[src/sas_pkg.sv]
// ----------------------------------------------------------------------------
// sas_pkg: types and codes of the sampler actuator sequencer
// Item layouts, sequencer state, configuration set and the command, response,
// mode and step codes shared by the pass logic and the top level.
// ----------------------------------------------------------------------------
`default_nettype none

package sas_pkg;

  typedef enum logic [2:0] {
    CMD_NONE     = 3'd0,
    CMD_ECHO     = 3'd1,
    CMD_QUERY    = 3'd2,
    CMD_SAMPLE   = 3'd3,
    CMD_DISCHG   = 3'd4,
    CMD_ARM      = 3'd5,
    CMD_UNKNOWN  = 3'd6,
    CMD_RESERVED = 3'd7
  } cmd_t;

  typedef enum logic [3:0] {
    RSP_NONE        = 4'd0,
    RSP_ACK         = 4'd1,
    RSP_INIT        = 4'd2,
    RSP_FINAL       = 4'd3,
    RSP_SAMPLE_OK   = 4'd4,
    RSP_SAMPLE_DONE = 4'd5,
    RSP_DISCHG_OK   = 4'd6,
    RSP_ARMED_OK    = 4'd7,
    RSP_SENSOR      = 4'd8
  } rsp_t;

  typedef enum logic [1:0] {
    MODE_IDLE     = 2'd0,
    MODE_SAMPLING = 2'd1,
    MODE_DISCHG   = 2'd2,
    MODE_ARMING   = 2'd3
  } mode_t;

  typedef enum logic [1:0] {
    MOTOR_HALT = 2'd0,
    MOTOR_DOWN = 2'd1,
    MOTOR_UP   = 2'd2
  } motor_t;

  typedef enum logic [2:0] {
    SS_CONFIRM    = 3'd0,
    SS_DOWN       = 3'd1,
    SS_WAIT_FINAL = 3'd2,
    SS_TAKE       = 3'd3,
    SS_DONE       = 3'd4
  } sstep_t;

  typedef enum logic [1:0] {
    AS_UP        = 2'd0,
    AS_WAIT_INIT = 2'd1,
    AS_CONFIRM   = 2'd2
  } astep_t;

  // configuration register indexes
  localparam logic [1:0] CFG_MOTOR_TIMEOUT = 2'd0;
  localparam logic [1:0] CFG_VALVE_TIMEOUT = 2'd1;
  localparam logic [1:0] CFG_DISCHG_TIME   = 2'd2;
  localparam logic [1:0] CFG_DISCHG_WINDOW = 2'd3;

  localparam logic [15:0] MOTOR_TIMEOUT_RST = 16'd15000;
  localparam logic [15:0] VALVE_TIMEOUT_RST = 16'd5000;
  localparam logic [15:0] DISCHG_TIME_RST   = 16'd10000;
  localparam logic [7:0]  DISCHG_WINDOW_RST = 8'd10;

  localparam logic [15:0] ELAPSED_MAX = 16'hffff;

  typedef struct packed {
    logic [2:0] command;
    logic       tick_elapsed;
    logic       initial_switch;
    logic       final_switch;
    logic       sensor_line;
  } in_t;

  typedef struct packed {
    logic [3:0] response;
    logic [1:0] motor_drive;
    logic       valve_open;
    logic [1:0] mode;
  } out_t;

  typedef struct packed {
    logic [15:0] motor_timeout_ms;
    logic [15:0] valve_timeout_ms;
    logic [15:0] discharge_time_ms;
    logic [7:0]  discharge_open_window_ms;
  } cfg_t;

  typedef struct packed {
    mode_t       mode;
    sstep_t      sstep;
    astep_t      astep;
    logic [15:0] elapsed;
    motor_t      motor;
    logic        valve;
    logic        pending;
  } state_t;

endpackage

`default_nettype wire

[src/sas_pass.sv]
// ----------------------------------------------------------------------------
// sas_pass: one polling pass of the sequencer
// Combinational next state and result item for one input item.
// ----------------------------------------------------------------------------
`default_nettype none

module sas_pass (
  input  sas_pkg::state_t st,
  input  sas_pkg::cfg_t   cfg,
  input  sas_pkg::in_t    item,
  output sas_pkg::state_t st_next,
  output sas_pkg::out_t   result
);

  logic [15:0]    elapsed_inc;
  logic           pending_in;
  logic           is_query;
  logic           in_window;
  logic           dischg_over;
  logic           motor_expired;
  logic           valve_expired;
  sas_pkg::cmd_t  cmd;
  sas_pkg::rsp_t  rsp;

  assign cmd = sas_pkg::cmd_t'(item.command);

  // counter and pending flag are updated before the command is looked at
  assign elapsed_inc = (item.tick_elapsed && st.elapsed != sas_pkg::ELAPSED_MAX) ?
                       st.elapsed + 16'd1 : st.elapsed;
  assign pending_in  = st.pending | item.sensor_line;
  assign is_query    = (cmd == sas_pkg::CMD_ECHO) || (cmd == sas_pkg::CMD_QUERY);

  assign in_window     = elapsed_inc < {8'd0, cfg.discharge_open_window_ms};
  assign dischg_over   = elapsed_inc >= cfg.discharge_time_ms;
  assign motor_expired = elapsed_inc >= cfg.motor_timeout_ms;
  assign valve_expired = elapsed_inc >= cfg.valve_timeout_ms;

  // next state
  always_comb begin
    st_next         = st;
    st_next.elapsed = elapsed_inc;
    st_next.pending = pending_in;
    if (!is_query) begin
      unique case (st.mode)
        sas_pkg::MODE_IDLE: begin
          if (cmd == sas_pkg::CMD_SAMPLE || cmd == sas_pkg::CMD_DISCHG ||
              cmd == sas_pkg::CMD_ARM) begin
            st_next.mode    = (cmd == sas_pkg::CMD_SAMPLE) ? sas_pkg::MODE_SAMPLING :
                              (cmd == sas_pkg::CMD_DISCHG) ? sas_pkg::MODE_DISCHG :
                                                             sas_pkg::MODE_ARMING;
            st_next.sstep   = sas_pkg::SS_CONFIRM;
            st_next.astep   = sas_pkg::AS_UP;
            st_next.elapsed = 16'd0;
          end
          st_next.pending = 1'b0;
        end
        sas_pkg::MODE_SAMPLING: begin
          unique case (st.sstep)
            sas_pkg::SS_CONFIRM: begin
              st_next.sstep   = sas_pkg::SS_DOWN;
              st_next.elapsed = 16'd0;
            end
            sas_pkg::SS_DOWN: begin
              st_next.motor   = sas_pkg::MOTOR_DOWN;
              st_next.sstep   = sas_pkg::SS_WAIT_FINAL;
              st_next.elapsed = 16'd0;
            end
            sas_pkg::SS_WAIT_FINAL: begin
              if (item.final_switch) begin
                // a line that came in during the descent is stale
                st_next.motor   = sas_pkg::MOTOR_HALT;
                st_next.valve   = 1'b1;
                st_next.pending = 1'b0;
                st_next.sstep   = sas_pkg::SS_TAKE;
                st_next.elapsed = 16'd0;
              end else if (motor_expired) begin
                st_next.motor   = sas_pkg::MOTOR_HALT;
                st_next.valve   = 1'b0;
                st_next.mode    = sas_pkg::MODE_IDLE;
                st_next.sstep   = sas_pkg::SS_CONFIRM;
                st_next.astep   = sas_pkg::AS_UP;
                st_next.elapsed = 16'd0;
              end
            end
            sas_pkg::SS_TAKE: begin
              if (pending_in || valve_expired) begin
                st_next.pending = 1'b0;
                st_next.valve   = 1'b0;
                st_next.sstep   = sas_pkg::SS_DONE;
                st_next.elapsed = 16'd0;
              end
            end
            sas_pkg::SS_DONE: begin
              st_next.mode    = sas_pkg::MODE_IDLE;
              st_next.sstep   = sas_pkg::SS_CONFIRM;
              st_next.astep   = sas_pkg::AS_UP;
              st_next.elapsed = 16'd0;
            end
            default: begin
              st_next.motor   = sas_pkg::MOTOR_HALT;
              st_next.valve   = 1'b0;
              st_next.mode    = sas_pkg::MODE_IDLE;
              st_next.sstep   = sas_pkg::SS_CONFIRM;
              st_next.astep   = sas_pkg::AS_UP;
              st_next.elapsed = 16'd0;
            end
          endcase
        end
        sas_pkg::MODE_DISCHG: begin
          if (in_window) begin
            st_next.valve = 1'b1;
          end else if (dischg_over) begin
            st_next.valve   = 1'b0;
            st_next.mode    = sas_pkg::MODE_IDLE;
            st_next.sstep   = sas_pkg::SS_CONFIRM;
            st_next.astep   = sas_pkg::AS_UP;
            st_next.elapsed = 16'd0;
          end
        end
        default: begin
          unique case (st.astep)
            sas_pkg::AS_UP: begin
              st_next.motor   = sas_pkg::MOTOR_UP;
              st_next.astep   = sas_pkg::AS_WAIT_INIT;
              st_next.elapsed = 16'd0;
            end
            sas_pkg::AS_WAIT_INIT: begin
              if (item.initial_switch) begin
                st_next.motor   = sas_pkg::MOTOR_HALT;
                st_next.astep   = sas_pkg::AS_CONFIRM;
                st_next.elapsed = 16'd0;
              end else if (motor_expired) begin
                st_next.motor   = sas_pkg::MOTOR_HALT;
                st_next.valve   = 1'b0;
                st_next.mode    = sas_pkg::MODE_IDLE;
                st_next.sstep   = sas_pkg::SS_CONFIRM;
                st_next.astep   = sas_pkg::AS_UP;
                st_next.elapsed = 16'd0;
              end
            end
            sas_pkg::AS_CONFIRM: begin
              st_next.mode    = sas_pkg::MODE_IDLE;
              st_next.sstep   = sas_pkg::SS_CONFIRM;
              st_next.astep   = sas_pkg::AS_UP;
              st_next.elapsed = 16'd0;
            end
            default: begin
              st_next.motor   = sas_pkg::MOTOR_HALT;
              st_next.valve   = 1'b0;
              st_next.mode    = sas_pkg::MODE_IDLE;
              st_next.sstep   = sas_pkg::SS_CONFIRM;
              st_next.astep   = sas_pkg::AS_UP;
              st_next.elapsed = 16'd0;
            end
          endcase
        end
      endcase
    end
  end

  // response of the pass
  always_comb begin
    rsp = sas_pkg::RSP_NONE;
    if (cmd == sas_pkg::CMD_ECHO) begin
      rsp = sas_pkg::RSP_ACK;
    end else if (cmd == sas_pkg::CMD_QUERY) begin
      rsp = item.initial_switch ? sas_pkg::RSP_INIT : sas_pkg::RSP_FINAL;
    end else begin
      unique case (st.mode)
        sas_pkg::MODE_IDLE: begin
          if (pending_in) rsp = sas_pkg::RSP_SENSOR;
        end
        sas_pkg::MODE_SAMPLING: begin
          if (st.sstep == sas_pkg::SS_CONFIRM) begin
            rsp = sas_pkg::RSP_SAMPLE_OK;
          end else if (st.sstep == sas_pkg::SS_TAKE && pending_in) begin
            rsp = sas_pkg::RSP_SENSOR;
          end else if (st.sstep == sas_pkg::SS_DONE) begin
            rsp = sas_pkg::RSP_SAMPLE_DONE;
          end
        end
        sas_pkg::MODE_DISCHG: begin
          if (!in_window && dischg_over) rsp = sas_pkg::RSP_DISCHG_OK;
        end
        default: begin
          if (st.astep == sas_pkg::AS_CONFIRM) rsp = sas_pkg::RSP_ARMED_OK;
        end
      endcase
    end
  end

  always_comb begin
    result.response    = rsp;
    result.motor_drive = st_next.motor;
    result.valve_open  = st_next.valve;
    result.mode        = st_next.mode;
  end

endmodule

`default_nettype wire

[src/sampler_actuator_sequencer_unit.sv]
// ----------------------------------------------------------------------------
// sampler_actuator_sequencer_unit: rod motor and valve sequencer
// Each input item is one polling pass; each pass yields exactly one result item
// with the response code and the motor, valve and mode after the pass.
//
// Channels: in_valid/in_stall/in_data carries passes, out_valid/out_stall/
// out_data carries results. An item moves when valid is high and stall low.
// cfg_valid/cfg_ready/cfg_index/cfg_data writes the four timing registers;
// cfg_ready is always high. Write them only while no pass is in flight.
//
// An accepted item goes into the input register, then through the pass logic
// into the result register. Throughput: one item per cycle while out_stall does
// not hold the result register full; the state update is a single pass of
// logic on the input register.
// When out_stall holds the result register full, the input register is held
// and in_stall rises; at most one item waits there.
// Reset (rst, synchronous): idle mode, motor stopped, valve closed, counter and
// pending sensor flag cleared, registers back to their defaults.
// ----------------------------------------------------------------------------
`default_nettype none

module sampler_actuator_sequencer_unit (
  input  logic           clk,
  input  logic           rst,
  input  logic           in_valid,
  output logic           in_stall,
  input  sas_pkg::in_t   in_data,
  output logic           out_valid,
  input  logic           out_stall,
  output sas_pkg::out_t  out_data,
  input  logic           cfg_valid,
  output logic           cfg_ready,
  input  logic [1:0]     cfg_index,
  input  logic [15:0]    cfg_data
);

  sas_pkg::in_t    in_q;
  logic            in_q_valid;
  sas_pkg::state_t st;
  sas_pkg::state_t st_next;
  sas_pkg::cfg_t   cfg;
  sas_pkg::out_t   result;
  logic            advance;

  assign cfg_ready = 1'b1;

  assign advance  = in_q_valid && !(out_valid && out_stall);
  assign in_stall = in_q_valid && out_valid && out_stall;

  always_ff @(posedge clk) begin
    if (rst) begin
      cfg.motor_timeout_ms         <= sas_pkg::MOTOR_TIMEOUT_RST;
      cfg.valve_timeout_ms         <= sas_pkg::VALVE_TIMEOUT_RST;
      cfg.discharge_time_ms        <= sas_pkg::DISCHG_TIME_RST;
      cfg.discharge_open_window_ms <= sas_pkg::DISCHG_WINDOW_RST;
    end else if (cfg_valid && cfg_ready) begin
      unique case (cfg_index)
        sas_pkg::CFG_MOTOR_TIMEOUT: cfg.motor_timeout_ms         <= cfg_data;
        sas_pkg::CFG_VALVE_TIMEOUT: cfg.valve_timeout_ms         <= cfg_data;
        sas_pkg::CFG_DISCHG_TIME:   cfg.discharge_time_ms        <= cfg_data;
        sas_pkg::CFG_DISCHG_WINDOW: cfg.discharge_open_window_ms <= cfg_data[7:0];
        default: ;
      endcase
    end
  end

  // input register
  always_ff @(posedge clk) begin
    if (rst) begin
      in_q_valid <= 1'b0;
    end else if (!in_stall) begin
      in_q_valid <= in_valid;
    end
  end

  always_ff @(posedge clk) begin
    if (!in_stall && in_valid) begin
      in_q <= in_data;
    end
  end

  sas_pass u_pass (
    .st      (st),
    .cfg     (cfg),
    .item    (in_q),
    .st_next (st_next),
    .result  (result)
  );

  // sequencer state, committed once per pass
  always_ff @(posedge clk) begin
    if (rst) begin
      st.mode    <= sas_pkg::MODE_IDLE;
      st.sstep   <= sas_pkg::SS_CONFIRM;
      st.astep   <= sas_pkg::AS_UP;
      st.elapsed <= 16'd0;
      st.motor   <= sas_pkg::MOTOR_HALT;
      st.valve   <= 1'b0;
      st.pending <= 1'b0;
    end else if (advance) begin
      st <= st_next;
    end
  end

  // result register
  always_ff @(posedge clk) begin
    if (rst) begin
      out_valid <= 1'b0;
    end else if (advance) begin
      out_valid <= 1'b1;
    end else if (!out_stall) begin
      out_valid <= 1'b0;
    end
  end

  always_ff @(posedge clk) begin
    if (advance) begin
      out_data <= result;
    end
  end

  // idle always means motor stopped and valve shut
  a_idle_safe: assert property (@(posedge clk) disable iff (rst)
    st.mode == sas_pkg::MODE_IDLE |-> (!st.valve && st.motor == sas_pkg::MOTOR_HALT))
    else $error("idle with motor or valve driven");

  a_query_holds_mode: assert property (@(posedge clk) disable iff (rst)
    (advance && (in_q.command == sas_pkg::CMD_ECHO ||
                 in_q.command == sas_pkg::CMD_QUERY))
    |=> st.mode == $past(st.mode))
    else $error("ping or status changed the mode");

  a_pass_shows_result: assert property (@(posedge clk) disable iff (rst)
    advance |=> (out_valid && out_data.mode == st.mode))
    else $error("pass did not load the result register");

  a_sstep_legal: assert property (@(posedge clk) disable iff (rst)
    st.mode == sas_pkg::MODE_SAMPLING |-> st.sstep <= sas_pkg::SS_DONE)
    else $error("sampling step out of range");

endmodule

`default_nettype wire

[config.mk]
export PLATFORM = sky130hd
export DESIGN_NAME = sampler_actuator_sequencer_unit
export DESIGN_NICKNAME = d
export VERILOG_FILES = /design/src/sas_pkg.sv /design/src/sas_pass.sv /design/src/sampler_actuator_sequencer_unit.sv
export SDC_FILE = /design/constraint.sdc
export NUM_CORES = 1
export LEC_CHECK = 0
export BUFFER_PORTS_ARGS = -buffer_cell sky130_fd_sc_hd__buf_2
export CAP_MARGIN = 20
export CORE_ASPECT_RATIO = 1.5
export CORE_MARGIN = 5
export CORE_UTILIZATION = 25
export CTS_BUF_LIST = sky130_fd_sc_hd__clkbuf_2 sky130_fd_sc_hd__clkbuf_4 sky130_fd_sc_hd__clkbuf_8
export DETAILED_ROUTE_END_ITERATION = 10
export PLACE_DENSITY = 0.39
export SYNTH_ARGS = -nofsm -noshare
export SYNTH_HDL_FRONTEND = slang
export SYNTH_SLANG_ARGS = --single-unit
[constraint.sdc]
create_clock -name clk -period 5.44 [get_ports clk]
set_clock_uncertainty 0.05 [all_clocks]
set_input_delay 1.088 -clock clk [delete_from_list [all_inputs] [get_ports clk]]
set_output_delay 1.088 -clock clk [all_outputs]
set_load 0.01 [all_outputs]
Word level (Yosys, flattened, before mapping)
Index checks and enable logic that the tools add are counted.
- add/sub/neg operators: 1
- $mul: 0
- divide/modulo/power cells: 0
- magnitude comparators: 4
- equality and inequality tests: 26
- shift-type cells: 0
- multiplexer cells: 47
- bitwise operators: 2
- reduce and logical (&&, ||, !) cells: 30
- operator list (kind ; count):
    $mux 23 ; 3
    $pmux 23 s3 ; 1
    $ge 16x16->1 ; 3
    $pmux 18 s2 ; 1
    $mux 16 ; 2
    $pmux 16 s2 ; 1
    $mux 27 ; 1
    $mux 26 ; 1
    $mux 20 ; 1
    $mux 19 ; 1
    $add 16x1->16 const B ; 1
    $lt 16x8->1 ; 1
    $mux 4 ; 4
    $ne 16x16->1 const B ; 1
    $mux 3 ; 5
    $eq 3x2->1 const B ; 4
    $pmux 2 s2 ; 3
    $pmux 2 s3 ; 2
    $pmux 3 s4 ; 1
    $pmux 4 s3 ; 1
    $pmux 5 s2 ; 1
    $eq 3x3->1 const B ; 3
    $reduce_or 3->1 ; 3
    $eq 2x2->1 const B ; 4
    24 further kinds ; 61
- register bits after elaboration: 101
- latch bits: 0
- bits in writable memories: 0
- bits in read-only memories: 0
- input bits: 30
- output and inout port bits: 12
- logic and storage cells: 132
- memories kept: 0

Depth between registers and ports, before layout
- depth in word-level cells: 9
- gate-level depth with buffers: 18
- mapped depth without buffers: 17

By module
From an unflattened synthesis, not the netlist that was laid out.
- cell total of the unflattened synthesis: 764
- area total of the unflattened synthesis: 6716.4 µm²
- by module, submodules not included (module ; times used ; cells an instance ; area an instance (µm²) ; seq. area each (µm²)):
    sampler_actuator_sequencer_unit ; 1 ; 360 ; 4012.6 ; 2182.1
    sas_pass ; 1 ; 404 ; 2703.8 ; 0.0

Least setup slack after synthesis
No wires, ideal clock.
- path type: reg2reg
- from: register st[5] (netlist name)
- to: register st[10] (netlist name)
- setup time: 0.117 ns
- arrival time: 4.082 ns
- data required time: 5.273 ns
- path slack: 1.191 ns
- stages on the path, launching flop included: 17
- path buffers: 1
- period minus slack after synthesis: 4.249 ns
- cell sequence: dfxtp_1 ha_1 nand3_1 nor3_1 a21boi_1 nand2_1 or3_2 xnor2_1 ha_1 nand4_1 or4b_1 and3_1 o211a_1 or4_1 o21a_1 buf_6 a22o_1
- longest elaborated chain between the ends: 9
- elaborated cells on any way between the ends: 20
- those cells by class: add/sub: 1; order compare: 4; eq/ne: 1; mux: 12; reduce/logical: 2
- RTL lines (what ; RTL line ; RTL):
    branches (longest 2 deep; another with $add 16x1->16) ; -- ;
    $mux 16 * ; sas_pass.sv:28 ; assign elapsed_inc = (item.tick_elapsed && st.elapsed != sas_pkg::ELAPSED_MAX) ?
    $ge 16x16->1 (on tied branches) ; sas_pass.sv:35, sas_pass.sv:36 ;
    $mux 26 or $logic_or 1x1->1 (tied branches) ; sas_pass.sv:76, sas_pass.sv:132, sas_pass.sv:86 ;
    $mux 20, or another cell as far along ; sas_pass.sv:128 ; if (item.initial_switch) begin
    $pmux 18 s2 or $pmux 16 s2 (tied branches) ; sas_pass.sv:121, sas_pass.sv:58 ;
    $pmux 23 s3 ; sas_pass.sv:44 ; unique case (st.mode)
    $mux 27 * ; sas_pass.sv:43 ; if (!is_query) begin
Mark *: on every way between the ends. The select of a mux whose other input is x is not followed.
A chain may end at the register's enable or synchronous reset.

Worst setup path in the final report
- from: register st[4] (netlist name)
- to: register st[17] (netlist name)
- longest elaborated chain between the ends: 9
- elaborated cells on any way between the ends: 20
- those cells by class: add/sub: 1; order compare: 4; eq/ne: 1; mux: 12; reduce/logical: 2
- RTL lines (what ; RTL line):
    branches (longest 2 deep; another with $add 16x1->16) ; --
    $mux 16 * ; sas_pass.sv:28
    $ge 16x16->1 (on tied branches) ; sas_pass.sv:35, sas_pass.sv:36
    $mux 26 or $logic_or 1x1->1 (tied branches) ; sas_pass.sv:76, sas_pass.sv:132, sas_pass.sv:86
    $mux 20, or another cell as far along ; sas_pass.sv:128
    $pmux 18 s2 or $pmux 16 s2 (tied branches) ; sas_pass.sv:121, sas_pass.sv:58
    $pmux 23 s3 ; sas_pass.sv:44
    $mux 27 * ; sas_pass.sv:43
Marks and branches as above.

==> run metrics <==
status finished, final reports clean; # resized after CTS 0; # nets final 872; pin count of the biggest net entering global routing 52; Crit path required time 5670 ps; CTS root buffer clkbuf_8; Vias 5383; GPL Wtd Cong 0.835; Worst-Margin Slew 914 ps; vias in the first global route approximately 5300; Setup WS post-layout ~440 ps; DR iter-0 viols 255; clock tree sinks 101; Reg-to-Reg End st[17]; register area share after synthesis 0.357; Placed Cells roughly 1100; ANT cells 0; CORE AREA 24300 sq um; first-pass GRT wire length roughly 31 mm; Pre-antenna DRT Iters 4; TNS Setup 0 ps; Via density 4.85; R2R Path Start st[4]; Post-synth EDFFs 16; asr flop ratio synth 0; Util after Layout 0.282; Synth Warn # 0; Max Slew Vio Count 0; initial antenna violation count 0; DPL Wire Length around 15 mm; number of synthesized register bits 101; Gate Count Post-Synth ~760; WS Path Type reg2reg; top layer reached by signal wires met4; Worst Reg2Reg Path Length in Cells 15; critical path fanouts, max 12; Reg clk slew, reported paths 100 ps; max_slew headroom 0.391; Pwr Total approximately 1.5 mW; met3 wire len 514 microns; post-route minimum period between 4000 and 5000 ps; period utilization 0.919; critical path startpoint category register; # DRC 0; num rows 70; Comb power frac 0.109; reg2reg setup slack 440 ps; Final setup viols 0; Worst Path Arrival 5230 ps; die area 27800 sq um; Antenna Nets Post-Route 0; synth unique cells 76; pre-CTS setup slack 435 ps; post-route cell area a little under 7000 sq um; Post-CTS Setup Bufs 0; Final Hold Viols 0; clock tree from TritonCTS yes; Met2 Wirelength 10.7 mm; H-tree level count 3; RSZ-0062 raised after global routing no; global route total overflow 0; Die Width between 100 and 150 microns; routed len/inst 17.8 microns; hold path cells 2; Hold Slack roughly 410 ps; switching power 0.417 mW; final non-filler cell total ~1100; synthesized area per cell 8.10 sq um; number of fill cells in the layout 2673; synthesis-to-layout area growth 11.8%; CTS Buf Count 9; Lkg Pwr between 2 and 3 nW; I/O pins 42; part of the power in the clock network 0.347; # Max-Cap Violations 0; Chip Height 202 microns; placed inst area approximately 6600 sq um; Net Count, Synth 845; hold_buf cts 0; final wirelength between 15 and 20 mm; maximum VDD drop 0.153 mV; Hold/Removal Path Class reg2reg; starting density of the core 0.252; Post-Syn Area 6120 sq um; Worst Setup End Kind register; M1 WL a little under 8 mm; worst-case clock buffer depth 2; maximum clock rate approximately 0.2 GHz; Pint 1.05 mW; # port buffers 40; Switching Fraction 0.283; Sequential Power Share 0.544; worst hold start cfg[19]; worst skew pair latency 380 ps; pwr/cell area 215 nW/um^2; WHS Endpoint cfg[19]; share of cells above drive strength 1 0.108; Total GRT Usage 0.145; Synth Flop Type dfxtp_1
-- how the worst max path moves through the flow --
stage               startpoint     end
floorplan                st[5]  st[10]
global placement         st[4]   st[7]
detailed placement       st[4]  st[17]
CTS                      st[4]  st[12]
global route             st[4]  st[12]
finish                   st[4]  st[17]
-- state kept, by name (all words and copies together), names as in the netlist --
name / cells
cfg: 56
out_valid: 1
in_q_valid: 1
out_data: 9
in_q: 7
st: 27
-- cell usage after synthesis, types with 3 or more instances --
master     instances  area share
nand2_1          137       0.084
dfxtp_1           85        0.28
inv_1             72       0.044
a21oi_1           70       0.057
ha_1              60        0.12
nor2_1            34       0.021
o21ai_0           30       0.025
o211ai_1          24       0.029
clkbuf_1          23       0.014
edfxtp_1          16       0.079
nand3_1           15       0.012
nand4_1           14       0.014
nor3_1            14       0.011
a211oi_1          11       0.013
a22o_1             9       0.013
a31oi_1            9      0.0092
nor2b_1            9      0.0092
xnor2_1            9       0.013
and3_1             6      0.0061
nand2b_1           5      0.0051
o31ai_1            5      0.0061
a2111oi_0          4      0.0057
o21a_1             4      0.0049
or3_1              4      0.0041
or4_1              4      0.0049
xor2_1             4      0.0057
a32o_1             3      0.0049
and2_1             3      0.0031
buf_2              3      0.0025
buf_4              3      0.0037
nor4b_1            3      0.0043
o21ai_1            3      0.0025
or2_2              3      0.0031
-- placed cells by master, fill, tap and decap left out, drive strengths merged, types with 3 or more instances in the layout --
master / synthesis / layout
a22o: 9 / 9
clkbuf: 23 / 9
ha: 60 / 60
o21a: 4 / 4
nand2b: 5 / 5
nor4b: 5 / 5
nor2: 34 / 34
nand4: 14 / 14
o31ai: 5 / 5
a2111oi: 4 / 4
xor2: 4 / 4
xnor2: 9 / 9
a21oi: 70 / 70
a211oi: 13 / 13
o21ai: 33 / 33
nor2b: 9 / 9
nor3: 14 / 14
nand3: 17 / 17
a21o: 3 / 3
a31oi: 9 / 9
and3: 6 / 6
buf: 9 / 48
or2: 4 / 4
and2: 4 / 4
a32o: 3 / 3
or3: 6 / 6
inv: 72 / 75
dfxtp: 85 / 85
edfxtp: 16 / 16
o211ai: 24 / 24
or3b: 3 / 3
or4: 4 / 4
nand2: 138 / 138
-- critical path: stages (launching register included) --
cell	delay [ps]
dfxtp_1	410
ha_1	300
nand3_1	120
nor3_1	70
a21boi_1	480
nand2_1	170
or3_2	450
xnor2_1	440
ha_1	220
nand4_1	60
or4b_1	530
and3_1	200
o211a_1	210
or4_1	500
o21a_1	380
a22o_1	310
-- power by group through the flow --
stage                     sequential (mW)  combinational [mW]  clock [mW]
after floorplan                     0.813              0.0967           0
after global placement              0.817               0.164           0
final                               0.800               0.160       0.510
after CTS                           0.800               0.164       0.541
after global routing                0.804               0.181       0.564
after detailed placement            0.817               0.163           0
-- layer usage --
| layer | track usage | vias up |
|---|---|---|
| met5 | 0 | - |
| met4 | 0.0551 | 0 |
| met3 | 0.0210 | 34 |
| met2 | 0.272 | 93 |
| met1 | 0.160 | 2529 |
| li1 | - | 2727 |
-- cell type report --
cell class,instances,area [sq um],share of cell area
clock buffer,9,124,0.0181
clock inverter,7,71.3,0.0104
inverter,72,270,0.0395
multi-input combinational,550,3530,0.516
sequential,101,2180,0.319
tap,324,405,0.0593
timing repair buffer,48,260,0.0380
-- kinds of logic after synthesis --
logic type	after synthesis	synth area share
compound gates	202	0.215
xor+xnor	13	0.0186
fa+ha+maj	60	0.123
buf+inv	104	0.0675
flops	101	0.357
mux	3	0.00532
other cells	1	0.000613
simple gates	271	0.213
(Power assumes the default switching activity.)
